$ cat config.mk
export PLATFORM = sky130hd
export DESIGN_NAME = bitmap_sort_with_duplicate_check_core
export DESIGN_NICKNAME = d
export VERILOG_FILES = /design/src/rtl/core/bsdc_pkg.sv /design/src/rtl/core/bsdc_ram.sv /design/src/rtl/core/bitmap_sort_with_duplicate_check_core.sv
export SDC_FILE = /design/constraint.sdc
export NUM_CORES = 2
export LEC_CHECK = 0
export ABC_AREA = 0
export BUFFER_PORTS_ARGS = -buffer_cell sky130_fd_sc_hd__clkbuf_2
export CORE_MARGIN = 1
export CORE_UTILIZATION = 40
export DETAILED_ROUTE_END_ITERATION = 16
export GPL_ROUTABILITY_DRIVEN = 0
export GPL_TIMING_DRIVEN = 1
export SYNTH_ARGS = -nofsm -noshare
export SYNTH_HDL_FRONTEND = slang
export SYNTH_HIERARCHICAL = 1
export SYNTH_SLANG_ARGS = --single-unit
$ cat constraint.sdc
create_clock -name clk -period 12.9 [get_ports clk]
set_input_delay 2.58 -clock clk [delete_from_list [all_inputs] [get_ports clk]]
set_output_delay 2.58 -clock clk [all_outputs]
set_load 0.03 [all_outputs]
$ cat src/rtl/core/bsdc_pkg.sv
// ----------------------------------------------------------------------------
// bsdc_pkg - shared definitions for the bitmap sort core
// Request kinds, result codes, field widths and the sequencer state type.
// ----------------------------------------------------------------------------
`default_nettype none

package bsdc_pkg;

  localparam int MODE_W      = 2;
  localparam int VALUE_W     = 32;
  localparam int STATUS_W    = 3;
  localparam int SORTED_W    = 12;
  localparam int BYTE_W      = 8;
  localparam int BIT_SEL_W   = 3;
  localparam int OUT_DATA_W  = 16;

  localparam logic [MODE_W-1:0] MODE_INSERT = 2'd0;
  localparam logic [MODE_W-1:0] MODE_FETCH  = 2'd1;
  localparam logic [MODE_W-1:0] MODE_CLEAR  = 2'd2;
  localparam logic [MODE_W-1:0] MODE_NONE   = 2'd3;

  localparam logic [STATUS_W-1:0] ST_INSERTED  = 3'd0;
  localparam logic [STATUS_W-1:0] ST_DUPLICATE = 3'd1;
  localparam logic [STATUS_W-1:0] ST_RANGE     = 3'd2;
  localparam logic [STATUS_W-1:0] ST_VALUE     = 3'd3;
  localparam logic [STATUS_W-1:0] ST_END       = 3'd4;
  localparam logic [STATUS_W-1:0] ST_REFUSED   = 3'd5;
  localparam logic [STATUS_W-1:0] ST_CLEARED   = 3'd6;

  typedef enum logic [1:0] {
    S_IDLE,
    S_CLEAR,
    S_READ,
    S_WAIT
  } state_t;

endpackage

`default_nettype wire

$ cat src/rtl/core/bsdc_ram.sv
// ----------------------------------------------------------------------------
// bsdc_ram - generic single-write, single-read synchronous RAM
// One write port and one read port; read data is registered.
// ----------------------------------------------------------------------------
`default_nettype none

module bsdc_ram #(
  parameter int WIDTH = 8,
  parameter int DEPTH = 512
) (
  input  wire logic                                  clk,
  input  wire logic                                  we,
  input  wire logic [(DEPTH > 1 ? $clog2(DEPTH) : 1)-1:0] waddr,
  input  wire logic [WIDTH-1:0]                      wdata,
  input  wire logic [(DEPTH > 1 ? $clog2(DEPTH) : 1)-1:0] raddr,
  output logic      [WIDTH-1:0]                      rdata
);

  logic [WIDTH-1:0] mem [DEPTH];

  always_ff @(posedge clk) begin
    if (we) begin
      mem[waddr] <= wdata;
    end
    rdata <= mem[raddr];
  end

endmodule

`default_nettype wire

$ cat src/rtl/core/bitmap_sort_with_duplicate_check_core.sv
// ----------------------------------------------------------------------------
// bitmap_sort_with_duplicate_check_core - bitmap sort with duplicate check
// Inserts values into a byte-wide bitmap RAM and returns them in ascending
// order on fetch requests; duplicates raise a sticky error.
// ----------------------------------------------------------------------------
// Usage:
//   The input channel carries one request per handshake: in_tuser selects
//   insert, fetch or clear, and in_tdata carries the value for an insert.
//   Every insert, fetch and clear returns exactly one result on the output
//   channel; a request of the unused kind is taken and returns nothing.
//   Requests are processed one at a time.
//   Insert: accept, then read-modify-write of one bitmap byte.
//   Fetch: accept, then a read of each bitmap byte in turn until a set bit
//   or the end is found; the single RAM read port scans one byte per cycle.
//   Clear: a zeroing sweep of the whole bitmap, one byte per cycle.
//   After reset the core sweeps all VALUE_COUNT/8 bitmap bytes (512 at
//   the default) with in_tready low, then becomes ready.
//   A finished result sits in an output register; the next request is
//   accepted while it waits. If the receiver stalls and a second result is
//   ready, it is held and no further request is taken until it moves on.
// ----------------------------------------------------------------------------
`default_nettype none

module bitmap_sort_with_duplicate_check_core #(
  parameter int VALUE_COUNT = 4096
) (
  input  wire logic        clk,
  input  wire logic        rst_n,
  input  wire logic        in_tvalid,
  output logic             in_tready,
  input  wire logic [31:0] in_tdata,   // value[31:0]
  input  wire logic [1:0]  in_tuser,   // mode[1:0]
  output logic             out_tvalid,
  input  wire logic        out_tready,
  output logic [15:0]      out_tdata,  // sorted_value[11:0], zero fill [15:12]
  output logic [2:0]       out_tuser   // status[2:0]
);

  localparam int DEPTH = VALUE_COUNT / bsdc_pkg::BYTE_W;
  localparam int AW    = (DEPTH > 1) ? $clog2(DEPTH) : 1;
  localparam int SW    = $clog2(VALUE_COUNT + 1);
  localparam int BW    = SW - bsdc_pkg::BIT_SEL_W;

  bsdc_pkg::state_t state_r, state_nxt;

  logic [SW-1:0]                    scan_r, scan_nxt;
  logic                             err_r, err_nxt;
  logic [bsdc_pkg::MODE_W-1:0]      op_r, op_nxt;
  logic                             oor_r, oor_nxt;
  logic [AW-1:0]                    ins_addr_r, ins_addr_nxt;
  logic [bsdc_pkg::BIT_SEL_W-1:0]   ins_bit_r, ins_bit_nxt;
  logic [AW-1:0]                    clr_cnt_r, clr_cnt_nxt;
  logic                             clr_report_r, clr_report_nxt;
  logic [bsdc_pkg::STATUS_W-1:0]    pend_status_r, pend_status_nxt;
  logic [bsdc_pkg::SORTED_W-1:0]    pend_value_r, pend_value_nxt;
  logic                             out_valid_r, out_valid_nxt;
  logic [bsdc_pkg::STATUS_W-1:0]    out_status_r, out_status_nxt;
  logic [bsdc_pkg::SORTED_W-1:0]    out_value_r, out_value_nxt;

  logic                             ram_we;
  logic [AW-1:0]                    ram_waddr;
  logic [bsdc_pkg::BYTE_W-1:0]      ram_wdata;
  logic [AW-1:0]                    ram_raddr;
  logic [bsdc_pkg::BYTE_W-1:0]      ram_rdata;

  logic                             accept;
  logic                             out_free;
  logic                             res_valid;
  logic [bsdc_pkg::STATUS_W-1:0]    res_status;
  logic [bsdc_pkg::SORTED_W-1:0]    res_value;
  logic                             scan_more;
  logic                             clr_last;
  logic [BW-1:0]                    cur_byte;
  logic [BW-1:0]                    nxt_byte;
  logic [bsdc_pkg::BYTE_W-1:0]      masked;
  logic                             found;
  logic [bsdc_pkg::BIT_SEL_W-1:0]   found_bit;
  logic [SW-1:0]                    found_val;
  logic [bsdc_pkg::SORTED_W-1:0]    found_ext;

  bsdc_ram #(
    .WIDTH (bsdc_pkg::BYTE_W),
    .DEPTH (DEPTH)
  ) u_store (
    .clk   (clk),
    .we    (ram_we),
    .waddr (ram_waddr),
    .wdata (ram_wdata),
    .raddr (ram_raddr),
    .rdata (ram_rdata)
  );

  assign in_tready  = (state_r == bsdc_pkg::S_IDLE);
  assign accept     = in_tvalid & in_tready;
  assign out_free   = ~out_valid_r | out_tready;
  assign clr_last   = (clr_cnt_r == AW'(DEPTH - 1));

  assign cur_byte   = scan_r[SW-1:bsdc_pkg::BIT_SEL_W];
  assign nxt_byte   = cur_byte + BW'(1);
  assign masked     = ram_rdata & (8'hFF << scan_r[bsdc_pkg::BIT_SEL_W-1:0]);
  assign found      = (masked != '0);
  assign found_val  = {cur_byte, found_bit};
  assign found_ext  = bsdc_pkg::SORTED_W'(found_val);

  always_comb begin
    found_bit = '0;
    for (int i = bsdc_pkg::BYTE_W - 1; i >= 0; i--) begin
      if (masked[i]) begin
        found_bit = bsdc_pkg::BIT_SEL_W'(i);
      end
    end
  end

  // Datapath and result selection.
  always_comb begin
    scan_nxt        = scan_r;
    err_nxt         = err_r;
    op_nxt          = op_r;
    oor_nxt         = oor_r;
    ins_addr_nxt    = ins_addr_r;
    ins_bit_nxt     = ins_bit_r;
    clr_cnt_nxt     = clr_cnt_r;
    clr_report_nxt  = clr_report_r;
    pend_status_nxt = pend_status_r;
    pend_value_nxt  = pend_value_r;
    ram_we          = 1'b0;
    ram_waddr       = ins_addr_r;
    ram_wdata       = ram_rdata;
    ram_raddr       = ins_addr_r;
    res_valid       = 1'b0;
    res_status      = bsdc_pkg::ST_INSERTED;
    res_value       = '0;
    scan_more       = 1'b0;

    unique case (state_r)
      bsdc_pkg::S_IDLE: begin
        op_nxt       = in_tuser;
        oor_nxt      = (in_tdata >= 32'(VALUE_COUNT));
        ins_addr_nxt = in_tdata[AW+bsdc_pkg::BIT_SEL_W-1:bsdc_pkg::BIT_SEL_W];
        ins_bit_nxt  = in_tdata[bsdc_pkg::BIT_SEL_W-1:0];
        if (in_tuser == bsdc_pkg::MODE_FETCH) begin
          ram_raddr = scan_r[AW+bsdc_pkg::BIT_SEL_W-1:bsdc_pkg::BIT_SEL_W];
        end else begin
          ram_raddr = in_tdata[AW+bsdc_pkg::BIT_SEL_W-1:bsdc_pkg::BIT_SEL_W];
        end
        if (accept && in_tuser == bsdc_pkg::MODE_CLEAR) begin
          clr_cnt_nxt    = '0;
          clr_report_nxt = 1'b1;
          scan_nxt       = '0;
          err_nxt        = 1'b0;
        end
      end

      bsdc_pkg::S_CLEAR: begin
        ram_we      = 1'b1;
        ram_waddr   = clr_cnt_r;
        ram_wdata   = '0;
        clr_cnt_nxt = clr_cnt_r + AW'(1);
        if (clr_last) begin
          res_valid  = clr_report_r;
          res_status = bsdc_pkg::ST_CLEARED;
        end
      end

      bsdc_pkg::S_READ: begin
        res_valid = 1'b1;
        if (op_r == bsdc_pkg::MODE_INSERT) begin
          if (oor_r) begin
            res_status = bsdc_pkg::ST_RANGE;
          end else if (ram_rdata[ins_bit_r]) begin
            res_status = bsdc_pkg::ST_DUPLICATE;
            err_nxt    = 1'b1;
          end else begin
            res_status = bsdc_pkg::ST_INSERTED;
            ram_we     = 1'b1;
            ram_wdata  = ram_rdata | (8'h01 << ins_bit_r);
          end
        end else if (err_r) begin
          res_status = bsdc_pkg::ST_REFUSED;
        end else if (cur_byte == BW'(DEPTH)) begin
          res_status = bsdc_pkg::ST_END;
        end else if (found) begin
          res_status = bsdc_pkg::ST_VALUE;
          res_value  = found_ext;
          scan_nxt   = found_val + SW'(1);
        end else begin
          // Nothing left in this byte: step to the next one, or stop at the end.
          scan_nxt = {nxt_byte, bsdc_pkg::BIT_SEL_W'(0)};
          if (nxt_byte == BW'(DEPTH)) begin
            res_status = bsdc_pkg::ST_END;
          end else begin
            res_valid = 1'b0;
            scan_more = 1'b1;
            ram_raddr = nxt_byte[AW-1:0];
          end
        end
      end

      bsdc_pkg::S_WAIT: begin
      end

      default: begin
      end
    endcase

    if (res_valid && !out_free) begin
      pend_status_nxt = res_status;
      pend_value_nxt  = res_value;
    end
  end

  // Next state.
  always_comb begin
    state_nxt = state_r;
    unique case (state_r)
      bsdc_pkg::S_IDLE: begin
        if (accept) begin
          unique case (in_tuser) inside
            bsdc_pkg::MODE_INSERT, bsdc_pkg::MODE_FETCH: state_nxt = bsdc_pkg::S_READ;
            bsdc_pkg::MODE_CLEAR:                        state_nxt = bsdc_pkg::S_CLEAR;
            default:                                     state_nxt = bsdc_pkg::S_IDLE;
          endcase
        end
      end
      bsdc_pkg::S_CLEAR: begin
        if (clr_last) begin
          state_nxt = (res_valid && !out_free) ? bsdc_pkg::S_WAIT : bsdc_pkg::S_IDLE;
        end
      end
      bsdc_pkg::S_READ: begin
        if (!scan_more) begin
          state_nxt = out_free ? bsdc_pkg::S_IDLE : bsdc_pkg::S_WAIT;
        end
      end
      bsdc_pkg::S_WAIT: begin
        if (out_free) begin
          state_nxt = bsdc_pkg::S_IDLE;
        end
      end
      default: state_nxt = bsdc_pkg::S_IDLE;
    endcase
  end

  // Output register loading.
  always_comb begin
    out_valid_nxt  = out_valid_r & ~out_tready;
    out_status_nxt = out_status_r;
    out_value_nxt  = out_value_r;
    if (state_r == bsdc_pkg::S_WAIT && out_free) begin
      out_valid_nxt  = 1'b1;
      out_status_nxt = pend_status_r;
      out_value_nxt  = pend_value_r;
    end else if (res_valid && out_free) begin
      out_valid_nxt  = 1'b1;
      out_status_nxt = res_status;
      out_value_nxt  = res_value;
    end
  end

  always_ff @(posedge clk) begin
    if (!rst_n) begin
      state_r      <= bsdc_pkg::S_CLEAR;
      scan_r       <= '0;
      err_r        <= 1'b0;
      clr_cnt_r    <= '0;
      clr_report_r <= 1'b0;
      out_valid_r  <= 1'b0;
    end else begin
      state_r      <= state_nxt;
      scan_r       <= scan_nxt;
      err_r        <= err_nxt;
      clr_cnt_r    <= clr_cnt_nxt;
      clr_report_r <= clr_report_nxt;
      out_valid_r  <= out_valid_nxt;
    end
  end

  always_ff @(posedge clk) begin
    op_r          <= op_nxt;
    oor_r         <= oor_nxt;
    ins_addr_r    <= ins_addr_nxt;
    ins_bit_r     <= ins_bit_nxt;
    pend_status_r <= pend_status_nxt;
    pend_value_r  <= pend_value_nxt;
    out_status_r  <= out_status_nxt;
    out_value_r   <= out_value_nxt;
  end

  assign out_tvalid = out_valid_r;
  assign out_tuser  = out_status_r;
  assign out_tdata  = {(bsdc_pkg::OUT_DATA_W - bsdc_pkg::SORTED_W)'(0), out_value_r};

endmodule

`default_nettype wire

==> key figures <==
Power and ir drop
  – Leak: 57.8 nW
  – Comb power frac: 32.6%
  – Internal Pwr Total: 28.0 mW
  – Part of the power in the clock network: 27.3%
  – Worst IR Drop VDD: 230 uV
  – Sw Share: 34.9%
  – Sequential share of power: 40.2%
  – Pwr per Cell Area: 235 nW/um^2
  – P_sw: 15.0 mW

Outcome
  – Status: finished, violations left
  – Failing checks: slew limit

STA
  – Worst slew margin: -4.16%
  – Final setup violation count: 0
  – Worst slew pin tran: 1.56 ns
  – Unrepaired setup endpoints after global routing: no
  – Setup tns final: 0 ns
  – Final setup margin: 5.16 ns
  – Max Slew Vio Count: 98
  – Fmax: 0.129 GHz
  – Final hold viol count: 0
  – Worst Clk Skew: 0.0576 ns
  – Minimum clock period: 7.74 ns
  – Final cycle utilization of the critical path: 60.0%

GRT
  – Met2 usage: 32.0%
  – GRT Residual Overflow: 0
  – GRT Resource Usage Total: 20.2%
  – Largest net degree at the start of global routing: 193
  – Vias in the first global route: 83.4k
  – Met1 usage: 28.9%
  – GRT met3 Usage: 3.36%
  – Grt peak-use layer: met2
  – First-pass GRT wire length: 612 mm
  – Initial antenna violation count: 7

Setup path
  – Startpoint Class: primary input
  – Critical Path AT: 8.62 ns
  – Worst-path cell chain: clkbuf_2 > nand2b_1 > a21oi_1 > o211ai_1 > buf_4 > nand2b_4 > buf_4 > o221ai_1 > nor3_1 > nor4_1 > o311ai_0 > nor4_1 > o2111a_1
  – Delay-heaviest family, CP: simple AND/OR/NAND/NOR gates
  – Crit path kind: primary input to flop
  – Worst path bufs/invs: 3
  – CP max stage cell: nor4_1
  – CP max FO: 62
  – CP required: 13.79 ns
  – CP endpoint kind: flop
  – Slowest stage delay, CP: 0.81 ns

Clock tree
  – Total CTS buffers: 412
  – Htree depth: 5
  – CTS max path bufs: 4
  – CTS tree: done
  – Post-CTS Resized: 0
  – Root Buffer: clkbuf_16
  – Clock latency on the worst-skew pair: 0.98 ns
  – Total setup buffers inserted after CTS: 0
  – Hold buffer count at cts: 0
  – Clock-pin slew on the worst setup and hold paths: 0.06 ns
  – CTS sink cnt: 4176

Synth
  – Ys Warns: 6
  – Post-synth top area share: 75.7%
  – Seq cells post-synth: 4176
  – Top cells by area, synth: edfxtp_1 (76%), mux4_2 (9.0%), mux2i_1 (4.9%)
  – Post-synthesis async set-or-reset flop share: 0%
  – Distinct cells, synth: 89
  – Mapped cell area: 164000 um^2
  – Count leader, synth: edfxtp_1
  – EDFF count, synth: 4141
  – Register area share after synthesis: 76.1%
  – Dominant synthesized flop cell: edfxtp_1
  – Area leader, netlist: edfxtp_1
  – Commonest cells in the netlist: edfxtp_1 (4141), mux2i_1 (805), mux4_2 (655), nor2_1 (634), o221ai_1 (375)
  – Syn_area_per_cell: 19.4 um^2
  – Post-synthesis cell count: 8478

Floorplanning
  – DIE AREA: 413000 um^2
  – Initial core utilization: 40.2%
  – Vert. Die Dim: 643 um
  – Core Box Area: 409000 um^2
  – Die width: 643 um
  – Cell row count: 235
  – Num ports: 59

Route
  – Detail Route Antenna Nets: 0
  – WL final: 428 mm
  – Residual DRC: 0
  – Vias/cell: 5.93
  – Via count: 85.1k
  – Initial DRC count: 10.4k
  – First-pass DRT Iterations: 6
  – WL/cell: 29.8 um

Final layout
  – Net count, final: 8598
  – Fraction of layout cells with a size suffix above 1: 17.2%
  – Synth-to-layout area growth: 11.4%

Run
  – Max_cap viols: 0

Hold path
  – HP Class: flop to flop

Place
  – DP Worst Slack: 3.72 ns
  – # port buffers: 54
  – Dpl hpwl: 255 mm
## path summary, 6_finish.rpt
path,slack (ns),start,depth (start not counted),end
max reg2reg,5.54,scan_r[3],16,u_store/rdata[2]
max,5.16,in_tuser[1],13,u_store/rdata[2]
min reg2reg,0.48,clr_report_r,2,clr_report_r
min,0.48,clr_report_r,2,clr_report_r
## area by class of cell
| type | instances | area (um^2) |
|---|---|---|
| fillers | 34400 | 226000 |
| flip-flops and latches | 4176 | 125000 |
| multi-input cells | 3745 | 36400 |
| clock buffers | 511 | 10900 |
| well taps | 5451 | 6820 |
| clock inverters | 242 | 2260 |
| repair buffers | 195 | 1610 |
| inverters | 21 | 86.3 |
| diodes | 4 | 10.0 |
## cells by family (layout without fill, tap and decap cells)
kind of cell / Yosys count / count (layout) / synth area share (%)
other: 1 / 8 / 0.00228
buffers and inverters: 560 / 969 / 1.93
DFF: 4176 / 4176 / 76.1
muxes: 1485 / 1485 / 14.1
AOI/OAI and AO/OA: 1090 / 1090 / 4.69
and+or+nand+nor: 1145 / 1145 / 3.09
xor gates and xnor gates: 12 / 12 / 0.0640
adders and majority gates: 9 / 9 / 0.0685
## flip-flops by register name (all words and copies together) (netlist names)
name and cells:
u_store/mem 4096, scan_r 13, out_value_r 12, pend_value_r 12
clr_cnt_r 9, ins_addr_r 9, u_store/rdata 8, ins_bit_r 3
out_tuser 3, pend_status_r 3, op_r 2, state_r 2
clr_report_r 1, err_r 1, oor_r 1, out_tvalid 1
## metal layers
| layer | wire (um) | vias up | part of all wire, % |
|---|---|---|---|
| li1 | - | 35300 | - |
| met1 | 177000 | 45200 | 41 |
| met2 | 202000 | 3965 | 47 |
| met3 | 36900 | 622 | 8.6 |
| met4 | 12200 | 0 | 2.8 |
| met5 | 0 | - | 0 |
## cells in the final DEF, fill, tap and decap left out, types with 39 or more instances in the layout
cell type  instances
edfxtp_1        4141
mux2i_1          805
mux4_2           655
nor2_1           633
clkbuf_16        417
o221ai_1         372
a21oi_1          212
o22ai_1          166
o21ai_0          133
nand2_1          130
nor3_1           121
buf_4            115
clkinv_2          88
clkbuf_1          87
clkinv_1          80
a22oi_1           64
clkbuf_2          54
nand3_1           46
nor4_1            42
nand4_1           39
## tightest hold or removal path: cells and delay by family (launching register included)
| family | cells | cell delay (ns) |
|---|---|---|
| and+or+nand+nor | 2 | 0.12 |
| DFF | 1 | 0.32 |
## stage by stage
stage	area [um^2]	hold slack, ns	cells	power (mW)	util [%]
global route	183000	0.514	14300	44.3	44.7
CTS	183000	0.482	14300	43.2	44.7
finish	183000	0.476	14300	43.0	44.7
global placement	170000	0.456	13600	31.3	41.5
detailed placement	170000	0.467	13600	31.6	41.5
floorplan	164000	0.432	8481	27.2	-
## power by group through the flow
| stage | logic, mW | clock network [mW] | registers (mW) |
|---|---|---|---|
| floorplan | 8.61 | 0 | 18.6 |
| global placement | 13.8 | 0 | 17.6 |
| detailed placement | 14.0 | 0 | 17.6 |
| CTS | 14.0 | 11.9 | 17.3 |
| global route | 14.6 | 12.4 | 17.3 |
| finish | 14.0 | 11.7 | 17.3 |
Power figures use the tool's default switching activity.
